`src/rtl/pearson_correlation_stream_unit_macros.svh`:
```
// assertion macros for the pearson correlation stream unit
`ifndef PEARSON_CORRELATION_STREAM_UNIT_MACROS_SVH
`define PEARSON_CORRELATION_STREAM_UNIT_MACROS_SVH
`ifndef ASSERT_OFF
// property checked at every rising clock edge outside reset
`define PCS_ASSERT(lbl, clk, rst, prop) \
  lbl: assert property (@(posedge clk) disable iff (rst) (prop)) else $error("pcs check failed");
// consequent checked in the cycle after the antecedent
`define PCS_ASSERT_NEXT(lbl, clk, rst, ante, cons) \
  lbl: assert property (@(posedge clk) disable iff (rst) (ante) |=> (cons)) else $error("pcs check failed");
`else
`define PCS_ASSERT(lbl, clk, rst, prop)
`define PCS_ASSERT_NEXT(lbl, clk, rst, ante, cons)
`endif
`endif

```
`src/rtl/pcs_pkg.sv`:
```
// shared types and codes of the pearson correlation stream unit
package pcs_pkg;

  // result status codes
  localparam logic [1:0] STAT_OK       = 2'd0;
  localparam logic [1:0] STAT_ZERO_VAR = 2'd1;
  localparam logic [1:0] STAT_TOO_MANY = 2'd2;

  // fixed field widths
  localparam int SAMPLE_W = 8;
  localparam int CORR_W   = 16;
  localparam int ROOT_W   = 31;

  // finalization sequencer states
  typedef enum logic [3:0] {
    S_IDLE, S_LOAD, S_START, S_MUL, S_POST, S_NEG, S_DIV, S_SQRT, S_FIN
  } pcs_state_t;

  // which product the shared multiply is working on
  typedef enum logic [2:0] {
    PH_MXX, PH_XX, PH_MYY, PH_YY, PH_MXY, PH_XY, PH_MAG2, PH_DEN
  } pcs_phase_t;

  typedef struct packed {
    logic signed [CORR_W-1:0] corr;
    logic [1:0]               status;
  } pcs_result_t;

  typedef struct packed {
    logic busy;
    logic done;
  } pcs_eng_stat_t;

endpackage

```
`src/rtl/pcs_addsub.sv`:
```
// shared add / subtract unit with carry out (carry set means a >= b on subtract)
module pcs_addsub #(
  parameter int W = 85
) (
  input  logic [W-1:0] a,
  input  logic [W-1:0] b,
  input  logic         sub,
  output logic [W-1:0] sum,
  output logic         carry
);
  logic [W-1:0] b_eff;

  // invert b and add one for subtraction
  assign b_eff = sub ? ~b : b;
  assign {carry, sum} = {1'b0, a} + {1'b0, b_eff} + (W+1)'(sub);
endmodule

```
`src/rtl/pcs_engine.sv`:
```
// finalization sequencer: serial multiplies, restoring divide and integer root
module pcs_engine #(
  parameter int CW = 13
) (
  input  logic                 clk,
  input  logic                 rst,
  input  logic                 start,
  input  logic                 ovf,
  input  logic                 out_free,
  input  logic [CW-1:0]        m,
  input  logic [CW+7:0]        sx,
  input  logic [CW+7:0]        sy,
  input  logic [CW+15:0]       sxx,
  input  logic [CW+15:0]       syy,
  input  logic [CW+15:0]       sxy,
  output pcs_pkg::pcs_eng_stat_t stat,
  output pcs_pkg::pcs_result_t   result
);
  import pcs_pkg::*;

  localparam int VW = 2*CW + 16;
  localparam int DW = 2*VW;
  localparam int AW = DW + 1;

  pcs_state_t state, state_next;
  pcs_phase_t phase;

  logic [DW-1:0]     mcand, acc, t0, den, rem;
  logic [VW-1:0]     mplier, vx, vy;
  logic              neg, first;
  logic [4:0]        cnt;
  logic [ROOT_W-1:0] q, op, res, one;
  logic [1:0]        status;

  logic [AW-1:0]     add_a, add_b, add_sum, cand;
  logic              add_sub, add_carry;
  logic              zero_var;
  logic [CORR_W-1:0] lo;

  pcs_addsub #(.W(AW)) u_addsub (
    .a(add_a), .b(add_b), .sub(add_sub), .sum(add_sum), .carry(add_carry)
  );

  assign cand     = first ? {1'b0, rem} : {rem, 1'b0};
  assign zero_var = (vx == '0) || (add_sum[VW-1:0] == '0);

  // next state
  always_comb begin
    state_next = state;
    case (state)
      S_IDLE:  if (start) state_next = S_LOAD;
      S_LOAD:  state_next = ovf ? S_FIN : S_START;
      S_START: state_next = S_MUL;
      S_MUL:   if (mplier == '0) state_next = S_POST;
      S_POST: begin
        case (phase)
          PH_YY:   state_next = zero_var ? S_FIN : S_START;
          PH_XY:   state_next = add_carry ? S_START : S_NEG;
          PH_DEN:  state_next = S_DIV;
          default: state_next = S_START;
        endcase
      end
      S_NEG:   state_next = S_START;
      S_DIV:   if (cnt == '0) state_next = S_SQRT;
      S_SQRT:  if (one[0]) state_next = S_FIN;
      S_FIN:   if (out_free) state_next = S_IDLE;
      default: state_next = S_IDLE;
    endcase
  end

  // shared unit operands and handshake outputs
  always_comb begin
    add_a   = '0;
    add_b   = '0;
    add_sub = 1'b1;
    case (state)
      S_MUL: begin
        add_a   = AW'(acc);
        add_b   = AW'(mcand);
        add_sub = 1'b0;
      end
      S_POST: begin
        add_a = AW'(t0);
        add_b = AW'(acc);
      end
      S_NEG:  add_b = AW'(t0);
      S_DIV: begin
        add_a = cand;
        add_b = AW'(den);
      end
      S_SQRT: begin
        add_a = AW'(op);
        add_b = AW'(res | one);
      end
      default: add_sub = 1'b1;
    endcase
    stat.busy = (state != S_IDLE);
    stat.done = (state == S_FIN) && out_free;
  end

  // result formatting: sign and saturation at plus one
  assign lo = res[CORR_W-1:0];
  always_comb begin
    result.status = status;
    if (neg) result.corr = CORR_W'(~lo + CORR_W'(1));
    else     result.corr = lo[CORR_W-1] ? {1'b0, {(CORR_W-1){1'b1}}} : lo;
  end

  always_ff @(posedge clk) begin
    if (rst) state <= S_IDLE;
    else     state <= state_next;
  end

  // datapath registers
  always_ff @(posedge clk) begin
    case (state)
      S_LOAD: begin
        phase  <= PH_MXX;
        neg    <= 1'b0;
        res    <= '0;
        status <= ovf ? STAT_TOO_MANY : STAT_OK;
      end
      S_START: begin
        acc <= '0;
        case (phase)
          PH_MXX:  begin mcand <= DW'(sxx); mplier <= VW'(m);  end
          PH_XX:   begin mcand <= DW'(sx);  mplier <= VW'(sx); end
          PH_MYY:  begin mcand <= DW'(syy); mplier <= VW'(m);  end
          PH_YY:   begin mcand <= DW'(sy);  mplier <= VW'(sy); end
          PH_MXY:  begin mcand <= DW'(sxy); mplier <= VW'(m);  end
          PH_XY:   begin mcand <= DW'(sx);  mplier <= VW'(sy); end
          PH_MAG2: begin mcand <= DW'(t0[VW-1:0]); mplier <= t0[VW-1:0]; end
          default: begin mcand <= DW'(vx);  mplier <= vy;      end
        endcase
      end
      // shift-add multiply, one multiplier bit a cycle
      S_MUL: begin
        if (mplier[0]) acc <= add_sum[DW-1:0];
        mcand  <= {mcand[DW-2:0], 1'b0};
        mplier <= {1'b0, mplier[VW-1:1]};
      end
      S_POST: begin
        case (phase)
          PH_MXX:  begin t0 <= acc; phase <= PH_XX; end
          PH_XX:   begin vx <= add_sum[VW-1:0]; phase <= PH_MYY; end
          PH_MYY:  begin t0 <= acc; phase <= PH_YY; end
          PH_YY: begin
            vy    <= add_sum[VW-1:0];
            phase <= PH_MXY;
            if (zero_var) status <= STAT_ZERO_VAR;
          end
          PH_MXY:  begin t0 <= acc; phase <= PH_XY; end
          PH_XY: begin
            t0    <= DW'(add_sum[VW-1:0]);
            neg   <= ~add_carry;
            phase <= PH_MAG2;
          end
          PH_MAG2: begin t0 <= acc; phase <= PH_DEN; end
          default: begin
            den   <= acc;
            rem   <= t0;
            first <= 1'b1;
            cnt   <= 5'd30;
          end
        endcase
      end
      // negative covariance: take the magnitude
      S_NEG: t0 <= DW'(add_sum[VW-1:0]);
      // restoring divide of mag^2 * 2^30 by the variance product
      S_DIV: begin
        rem   <= add_carry ? add_sum[DW-1:0] : cand[DW-1:0];
        q     <= {q[ROOT_W-2:0], add_carry};
        first <= 1'b0;
        cnt   <= cnt - 5'd1;
        if (cnt == '0) begin
          op  <= {q[ROOT_W-2:0], add_carry};
          res <= '0;
          one <= {1'b1, {(ROOT_W-1){1'b0}}};
        end
      end
      // digit-by-digit integer square root
      S_SQRT: begin
        if (add_carry) begin
          op  <= add_sum[ROOT_W-1:0];
          res <= {1'b0, res[ROOT_W-1:1]} | one;
        end else begin
          res <= {1'b0, res[ROOT_W-1:1]};
        end
        one <= {2'b00, one[ROOT_W-1:2]};
      end
      default: acc <= acc;
    endcase
  end
endmodule

```
`src/rtl/pearson_correlation_stream_unit.sv`:
```
// top level of the pearson correlation stream unit: accumulation and result register
//
// channel  direction  handshake             payload
// in       to block   in_valid / in_stall   x_sample, y_sample, last
// out      from block out_valid / out_stall correlation, status
//
// a pair without last is taken every cycle while no finalization runs. a pair
// with last starts the finalization, which holds in_stall through eight serial
// multiplies, each running over the bits of its multiplier, an extra negate
// step for a negative covariance, the divide and the root.
// zero variance or too many samples ends it early. the one shared
// add/subtract unit does the serial multiplies, a 31-step divide and a
// 16-step root. the result sits in an output register, so out_stall holds
// only that register; finalization of the next column waits for it.
// rst is synchronous and clears counts, sums and valid flags.
module pearson_correlation_stream_unit #(
  parameter int MAX_PAIRS = 4096
) (
  input  logic                     clk,
  input  logic                     rst,
  input  logic                     in_valid,
  output logic                     in_stall,
  input  logic [7:0]               x_sample,
  input  logic [7:0]               y_sample,
  input  logic                     last,
  output logic                     out_valid,
  input  logic                     out_stall,
  output logic signed [15:0]       correlation,
  output logic [1:0]               status
);
  import pcs_pkg::*;
  `include "pearson_correlation_stream_unit_macros.svh"

  localparam int CW  = $clog2(MAX_PAIRS + 1);
  localparam int SXW = CW + 8;
  localparam int SQW = CW + 16;

  logic [CW-1:0]  pair_count;
  logic [SXW-1:0] sum_x, sum_y;
  logic [SQW-1:0] sum_xx, sum_yy, sum_xy;
  logic           overflow_seen;

  logic           accept, room, out_free;
  logic [15:0]    xx, yy, xy;
  pcs_eng_stat_t  eng_stat;
  pcs_result_t    eng_result;

  assign accept   = in_valid && !in_stall;
  assign in_stall = eng_stat.busy;
  assign room     = pair_count < CW'(MAX_PAIRS);
  assign out_free = !out_valid || !out_stall;
  assign xx       = x_sample * x_sample;
  assign yy       = y_sample * y_sample;
  assign xy       = x_sample * y_sample;

  pcs_engine #(.CW(CW)) u_engine (
    .clk(clk), .rst(rst),
    .start(accept && last), .ovf(overflow_seen), .out_free(out_free),
    .m(pair_count), .sx(sum_x), .sy(sum_y),
    .sxx(sum_xx), .syy(sum_yy), .sxy(sum_xy),
    .stat(eng_stat), .result(eng_result)
  );

  // running sums, cleared once a result leaves the engine
  always_ff @(posedge clk) begin
    if (rst || eng_stat.done) begin
      pair_count    <= '0;
      sum_x         <= '0;
      sum_y         <= '0;
      sum_xx        <= '0;
      sum_yy        <= '0;
      sum_xy        <= '0;
      overflow_seen <= 1'b0;
    end else if (accept) begin
      if (room) begin
        pair_count <= pair_count + CW'(1);
        sum_x      <= sum_x + SXW'(x_sample);
        sum_y      <= sum_y + SXW'(y_sample);
        sum_xx     <= sum_xx + SQW'(xx);
        sum_yy     <= sum_yy + SQW'(yy);
        sum_xy     <= sum_xy + SQW'(xy);
      end else begin
        overflow_seen <= 1'b1;
      end
    end
  end

  // output register
  always_ff @(posedge clk) begin
    if (rst) begin
      out_valid <= 1'b0;
    end else if (eng_stat.done) begin
      out_valid <= 1'b1;
    end else if (!out_stall) begin
      out_valid <= 1'b0;
    end
  end

  always_ff @(posedge clk) begin
    if (eng_stat.done) begin
      correlation <= eng_result.corr;
      status      <= eng_result.status;
    end
  end

  `PCS_ASSERT(a_count_bound, clk, rst, pair_count <= CW'(MAX_PAIRS))
  `PCS_ASSERT_NEXT(a_clear_after_done, clk, rst, eng_stat.done, pair_count == '0 && !overflow_seen)
  `PCS_ASSERT(a_done_needs_room, clk, rst, !eng_stat.done || out_free)
  `PCS_ASSERT(a_special_zero, clk, rst, !(out_valid && status != STAT_OK) || correlation == '0)
endmodule

```
`config.mk`:
```
export PLATFORM = sky130hd
export DESIGN_NAME = pearson_correlation_stream_unit
export DESIGN_NICKNAME = d
export VERILOG_FILES = /design/src/rtl/pcs_pkg.sv /design/src/rtl/pcs_addsub.sv /design/src/rtl/pcs_engine.sv /design/src/rtl/pearson_correlation_stream_unit.sv
export VERILOG_INCLUDE_DIRS = /design/src /design/src/rtl
export SDC_FILE = /design/constraint.sdc
export NUM_CORES = 2
export LEC_CHECK = 0
export BUFFER_PORTS_ARGS = -buffer_cell sky130_fd_sc_hd__buf_2
export CAP_MARGIN = 20
export CORE_MARGIN = 4
export CORE_UTILIZATION = 65
export CTS_CLUSTER_SIZE = 30
export DETAILED_ROUTE_END_ITERATION = 16
export PLACE_DENSITY = 0.87
export SYNTH_ARGS = -nofsm -noshare
export SYNTH_HDL_FRONTEND = slang
export SYNTH_HIERARCHICAL = 1
export SYNTH_SLANG_ARGS = --single-unit
export TNS_END_PERCENT = 50
```
`constraint.sdc`:
```
create_clock -name clk -period 10.45 [get_ports clk]
set_clock_uncertainty 0.2 [all_clocks]
set_input_delay 2.09 -clock clk [delete_from_list [all_inputs] [get_ports clk]]
set_output_delay 2.09 -clock clk [all_outputs]
set_load 0.01 [all_outputs]
```
# Word level (Yosys, flattened, before mapping)
# Index checks and enable logic that the tools add are counted.
[totals]
input_bits = 21
regBits = 847
elab_cells = 170
output_inout_bits = 20
[op_classes]
multipliers = 3
order_cmp = 1
reduce_logical = 42
add_sub_neg = 10
eq_ne = 29
mux = 50
n_bitwise = 7
[ops]
columns = ["operator", "n"]
rows = [
  ["$pmux 84 s2", 5],
  ["$pmux 85 s5", 1],
  ["$pmux 85 s4", 1],
  ["$mux 84", 3],
  ["$pmux 42 s6", 1],
  ["$mux 85", 2],
  ["$pmux 42 s4", 1],
  ["$mux 31", 5],
  ["$logic_not 42->1", 3],
  ["$pmux 31 s2", 2],
  ["$pmux 31 s3", 1],
  ["$add 29x16->29", 3],
  ["$add 85x85->86", 1],
  ["$add 86x1->86", 1],
  ["$not 85->85", 1],
  ["$pmux 42 s2", 1],
  ["$mul 8x8->16", 3],
  ["$add 21x8->21", 2],
  ["$pmux 4 s9", 1],
  ["$or 30x31->31", 1],
  ["$or 31x31->31", 1],
  ["$mux 4", 7],
  ["$reduce_and 2->1", 12],
  ["$pmux 3 s7", 1],
  ["43 further kinds", 82],
]

# Logic depth before layout (Yosys ltp)
[depth]
word_depth = 11
mapped_depth = 29
depth_no_buf = 24

# By module
# Netlist, hierarchy kept.
[by_module_without_submodules]
columns = ["mod", "seq_area_each_um2", "n_inst", "area_per_inst_um2", "cells_per_inst"]
rows = [
  ["pcs_engine", 20079.3, 1, 33348.2, 3016],
  ["pearson_correlation_stream_unit", 3423.3, 1, 14626.5, 1739],
  ["pcs_addsub", 0.0, 1, 6140.9, 899],
]

# Worst setup path after synthesis
# No wires, ideal clock.
[synth_path]
kind = "register to register"
start = "reg u_engine.phase[0]"
end = "reg u_engine.t0[0] (enable)"
setup_slack_ns = 1.734
path_buffers = 3
path_stages_with_launch = 5
required_time_ns = 9.572
setup_ns = 0.678
synth_period_minus_slack_ns = 8.716
arrival_ns = 7.838
cell_sequence = "edfxtp_1 -> clkbuf_1 -> clkbuf_1 -> buf_1 -> a311oi_1"
[synth_between]
elab_chain_len = 4
word_cells_on_any_way = 8
cone_classes = "eq/ne (5); reduce/logical (3)"
[synth_rtl]
columns = ["element", "line_no", "text"]
rows = [
  ["start, declared", "pcs_engine.sv:26", "pcs_phase_t phase;"],
  ["start signal, assigned", "pcs_engine.sv:118", "phase <= PH_MXX;"],
  ["start signal, assigned", "pcs_engine.sv:144", "PH_MXX: begin t0 <= acc; phase <= PH_XX; end"],
  ["start signal, assigned", "pcs_engine.sv:145", "PH_XX: begin vx <= add_sum[VW-1:0]; phase <= PH_MYY; end"],
  ["$eq 3x2->1 (tied with other cells)", "pcs_engine.sv:143", "case (phase)"],
  ["$reduce_or 4->1 (no line)", "-", ""],
  ["$ne 3x3->1 (no line) *", "-", ""],
  ["$reduce_and 2->1 (no line) *", "-", ""],
  ["end signal, assigned", "pcs_engine.sv:154", "t0 <= DW'(add_sum[VW-1:0]);"],
  ["end signal, assigned", "pcs_engine.sv:168", "S_NEG: t0 <= DW'(add_sum[VW-1:0]);"],
  ["end, declared", "pcs_engine.sv:28", "logic [DW-1:0] mcand, acc, t0, den, rem;"],
]
# Every way passes the cells marked *; elsewhere a longest branch is shown, timed or not.
# A chain may end at the register's enable or synchronous reset.

# Final worst setup path
[layout_path]
start = "reg u_engine.state[1]"
end = "reg u_engine.rem[35], data pin"
[layout_between]
word_cells_on_any_way = 14
cone_classes = "add/sub (2); eq/ne (5); mux (6); bitwise (1)"
[layout_rtl]
columns = ["element", "line_no", "text"]
rows = [
  ["start, declared", "pcs_engine.sv:25", "pcs_state_t state, state_next;"],
  ["start signal, assigned", "pcs_engine.sv:111", "else state <= state_next;"],
  ["$eq 4x3->1 or $eq 4x2->1 (tied branches)", "pcs_engine.sv:76", "case (state)"],
  ["$pmux 85 s4 *", "pcs_engine.sv:76", ""],
  ["net u_engine.add_a[20]", "pcs_engine.sv:35", "logic [AW-1:0] add_a, add_b, add_sum, cand;"],
  ["$add 85x85->86 *", "pcs_addsub.sv:15", "assign {carry, sum} = {1'b0, a} + {1'b0, b_eff} + (W+1)'(sub);"],
  ["$add 86x1->86 *", "pcs_addsub.sv:15", ""],
  ["net u_engine.add_carry", "pcs_engine.sv:36", "logic add_sub, add_carry;"],
  ["$mux 84 *", "pcs_engine.sv:171", "rem <= add_carry ? add_sum[DW-1:0] : cand[DW-1:0];"],
  ["$pmux 84 s2 *", "pcs_engine.sv:116", "case (state)"],
  ["end signal, assigned", "pcs_engine.sv:161", "rem <= t0;"],
  ["end signal, assigned", "pcs_engine.sv:171", ""],
  ["end, declared", "pcs_engine.sv:28", ""],
]
# Mark *: on every way through the listed nets, which the timed path passes. The rest lies on a longest branch.

==> impl_metrics.tcl <==
set metrics [dict create \
    status "finished clean" \
    vias_per_cell 6.84 \
    gr-total-overflow 0 \
    grt_max_degree 232 \
    cts_resized 0 \
    final_util_pct 70.2 \
    setup_viol 0 \
    post-route-cell-area_um2 57800 \
    layout-drive-gt1-share_pct 6.71 \
    rsz0062_at_grt "false" \
    drt-wirelength-per-cell_um 23.8 \
    worst_setup_path_end_kind "register" \
    clkSlewWorstSetupHoldPaths_ns 0.06 \
    antenna_left 0 \
    yosysWarnings 6 \
    postCtsSetupRepairBufs 0 \
    dpl.hpwl_mm 104 \
    cp_max_fo 64 \
    cts.sinks 832 \
    p_leak_nw 22.4 \
    start_kind "register" \
    antenna_found_initial 1 \
    nets 5874 \
    relSlewSlack_pct 17.3 \
    core_area_um2 82200 \
    synthCells 5646 \
    arrival_ns 8.66 \
    cellPowerDensity_nw_per_um2 332 \
    grtUsageTotal_pct 35.2 \
    cap_violations 0 \
    cts_tree "yes" \
    cts_made_buffers 90 \
    chipWidth_um 296 \
    syn_to_final_growth_pct 6.86 \
    cts_buffer_depth 3 \
    placed_cell_area_um2 54900 \
    worst_pin_slew_ns 1.24 \
    fin_crit_sh_pct 81.5 \
    drc 0 \
    grt_pass1_wl_mm 244 \
    clk_latency_ns 0.67 \
    dr_total_vias 45400 \
    gp_congestion 1.02 \
    io_pins 41 \
    start_util_pct 65.7 \
    hp-class "reg2reg" \
    grt_pass1_vias 43700 \
    h-tree-depth 3 \
    final.setup.tns_ns 0 \
    dr.pass1.iters 9 \
    syn_avg_cell_area_um2 9.57 \
    die_h_um 296 \
    whs_ns 0.236 \
    max_freq_mhz 117 \
    wirelength_mm 158 \
    die_area_um2 87800 \
    first_iter_violations 6250 \
    worstSetupPathType "reg2reg" \
    synth_nets 6029 \
    maxSlewViolCount 0 \
    netlist_area_um2 54100 \
    fp-row-count 105 \
    required_ns 10.60 \
    io_buffers 40 \
    cts-root-buf "clkbuf_16" \
    hold_buffers 0 \
    finalPower_mw 19.2 \
    fin_crit_ns 8.51 \
    hold_violations 0 \
    ir_drop_mv 0.265 \
]
[metal layers]
metal | up-vias | track usage (%) | part of all wire, %
li1 | 19900 | - | -
met1 | 21600 | 47.0 | 37
met2 | 3299 | 54.7 | 44
met3 | 626 | 9.29 | 13
met4 | 0 | 15.5 | 5.1
met5 | - | 0 | 0
[worst paths after layout]
| kind | from | to | slack, ns | cells past startpoint |
|---|---|---|---|---|
| setup / recovery | u_engine/state[1] | u_engine/rem[35] | 1.94 | 22 |
| hold / removal | u_engine/q[3] | u_engine/q[4] | 0.24 | 0 |
| setup reg to reg | u_engine/state[1] | u_engine/rem[35] | 1.94 | 22 |
| hold reg to reg | u_engine/q[3] | u_engine/q[4] | 0.24 | 0 |
[flip-flops by register name (all words and copies together), names as in the netlist, 3 cells and up]
signal / cells
correlation: 16
pair_count: 13
sum_x: 21
sum_xx: 29
sum_xy: 29
sum_y: 21
sum_yy: 29
u_engine/acc: 84
u_engine/cnt: 5
u_engine/den: 84
u_engine/mcand: 84
u_engine/mplier: 42
u_engine/one: 16
u_engine/op: 31
u_engine/phase: 3
u_engine/q: 30
u_engine/rem: 84
u_engine/res: 31
u_engine/state: 4
u_engine/t0: 84
u_engine/vx: 42
u_engine/vy: 42
[final cells by class]
cell class	instances	area [um^2]
Antenna cell	1	2.50
Multi-Input combinational cell	4159	28100
Fill cell	5843	24500
Inverter	306	1150
Sequential cell	832	23500
Clock buffer	104	2390
Tap cell	1070	1340
Timing Repair Buffer	102	728
Clock inverter	59	505
[cells in the final DEF (no fill, tap or decap), types with 66 or more instances in the layout]
cell and count:
and2_1 279, fa_1 127, nand2_1 639, xnor2_1 102, o21bai_1 66, a21oi_1 449, clkbuf_16 93, o21ai_0 398
xor2_1 151, a22oi_1 117, o211ai_1 74, mux2i_1 210, nand3_1 94, nor2_1 483, dfxtp_1 146, ha_1 235
edfxtp_1 684, nor3_1 70, inv_1 302
[worst max-delay path: stages (launching register included)]
cell      delay, ns
dfxtp_4        0.80
nor2_1         0.12
buf_4          0.26
nand2_1        0.49
clkinv_2       0.65
buf_4          0.49
a22oi_1        0.24
o211ai_1       0.22
ha_1           0.40
nand2_1        0.11
o21ai_0        0.37
a21oi_1        0.15
nor4_1         0.45
a211oi_1       0.25
o31ai_1        0.73
a21oi_1        0.23
o21ba_2        0.29
o21ai_0        0.21
a21o_4         0.64
buf_12         0.37
nor2_1         0.09
a21oi_1        0.15
o21ai_0        0.12
[power by group]
| group | switching (mW) | internal, mW |
|---|---|---|
| logic | 7.48 | 3.64 |
| registers | 0.390 | 4.50 |
| clock network | 1.39 | 1.79 |
| total | 9.26 | 9.93 |
[metrics by stage]
step	setup WS (ns)	std cells
final	1.94	6633
after global routing	1.74	6632
after CTS	2.40	6631
after detailed placement	2.45	6468
after global placement	2.57	6468
after floorplan	1.73	5646
No activity file was read; power rests on OpenSTA's default activity.
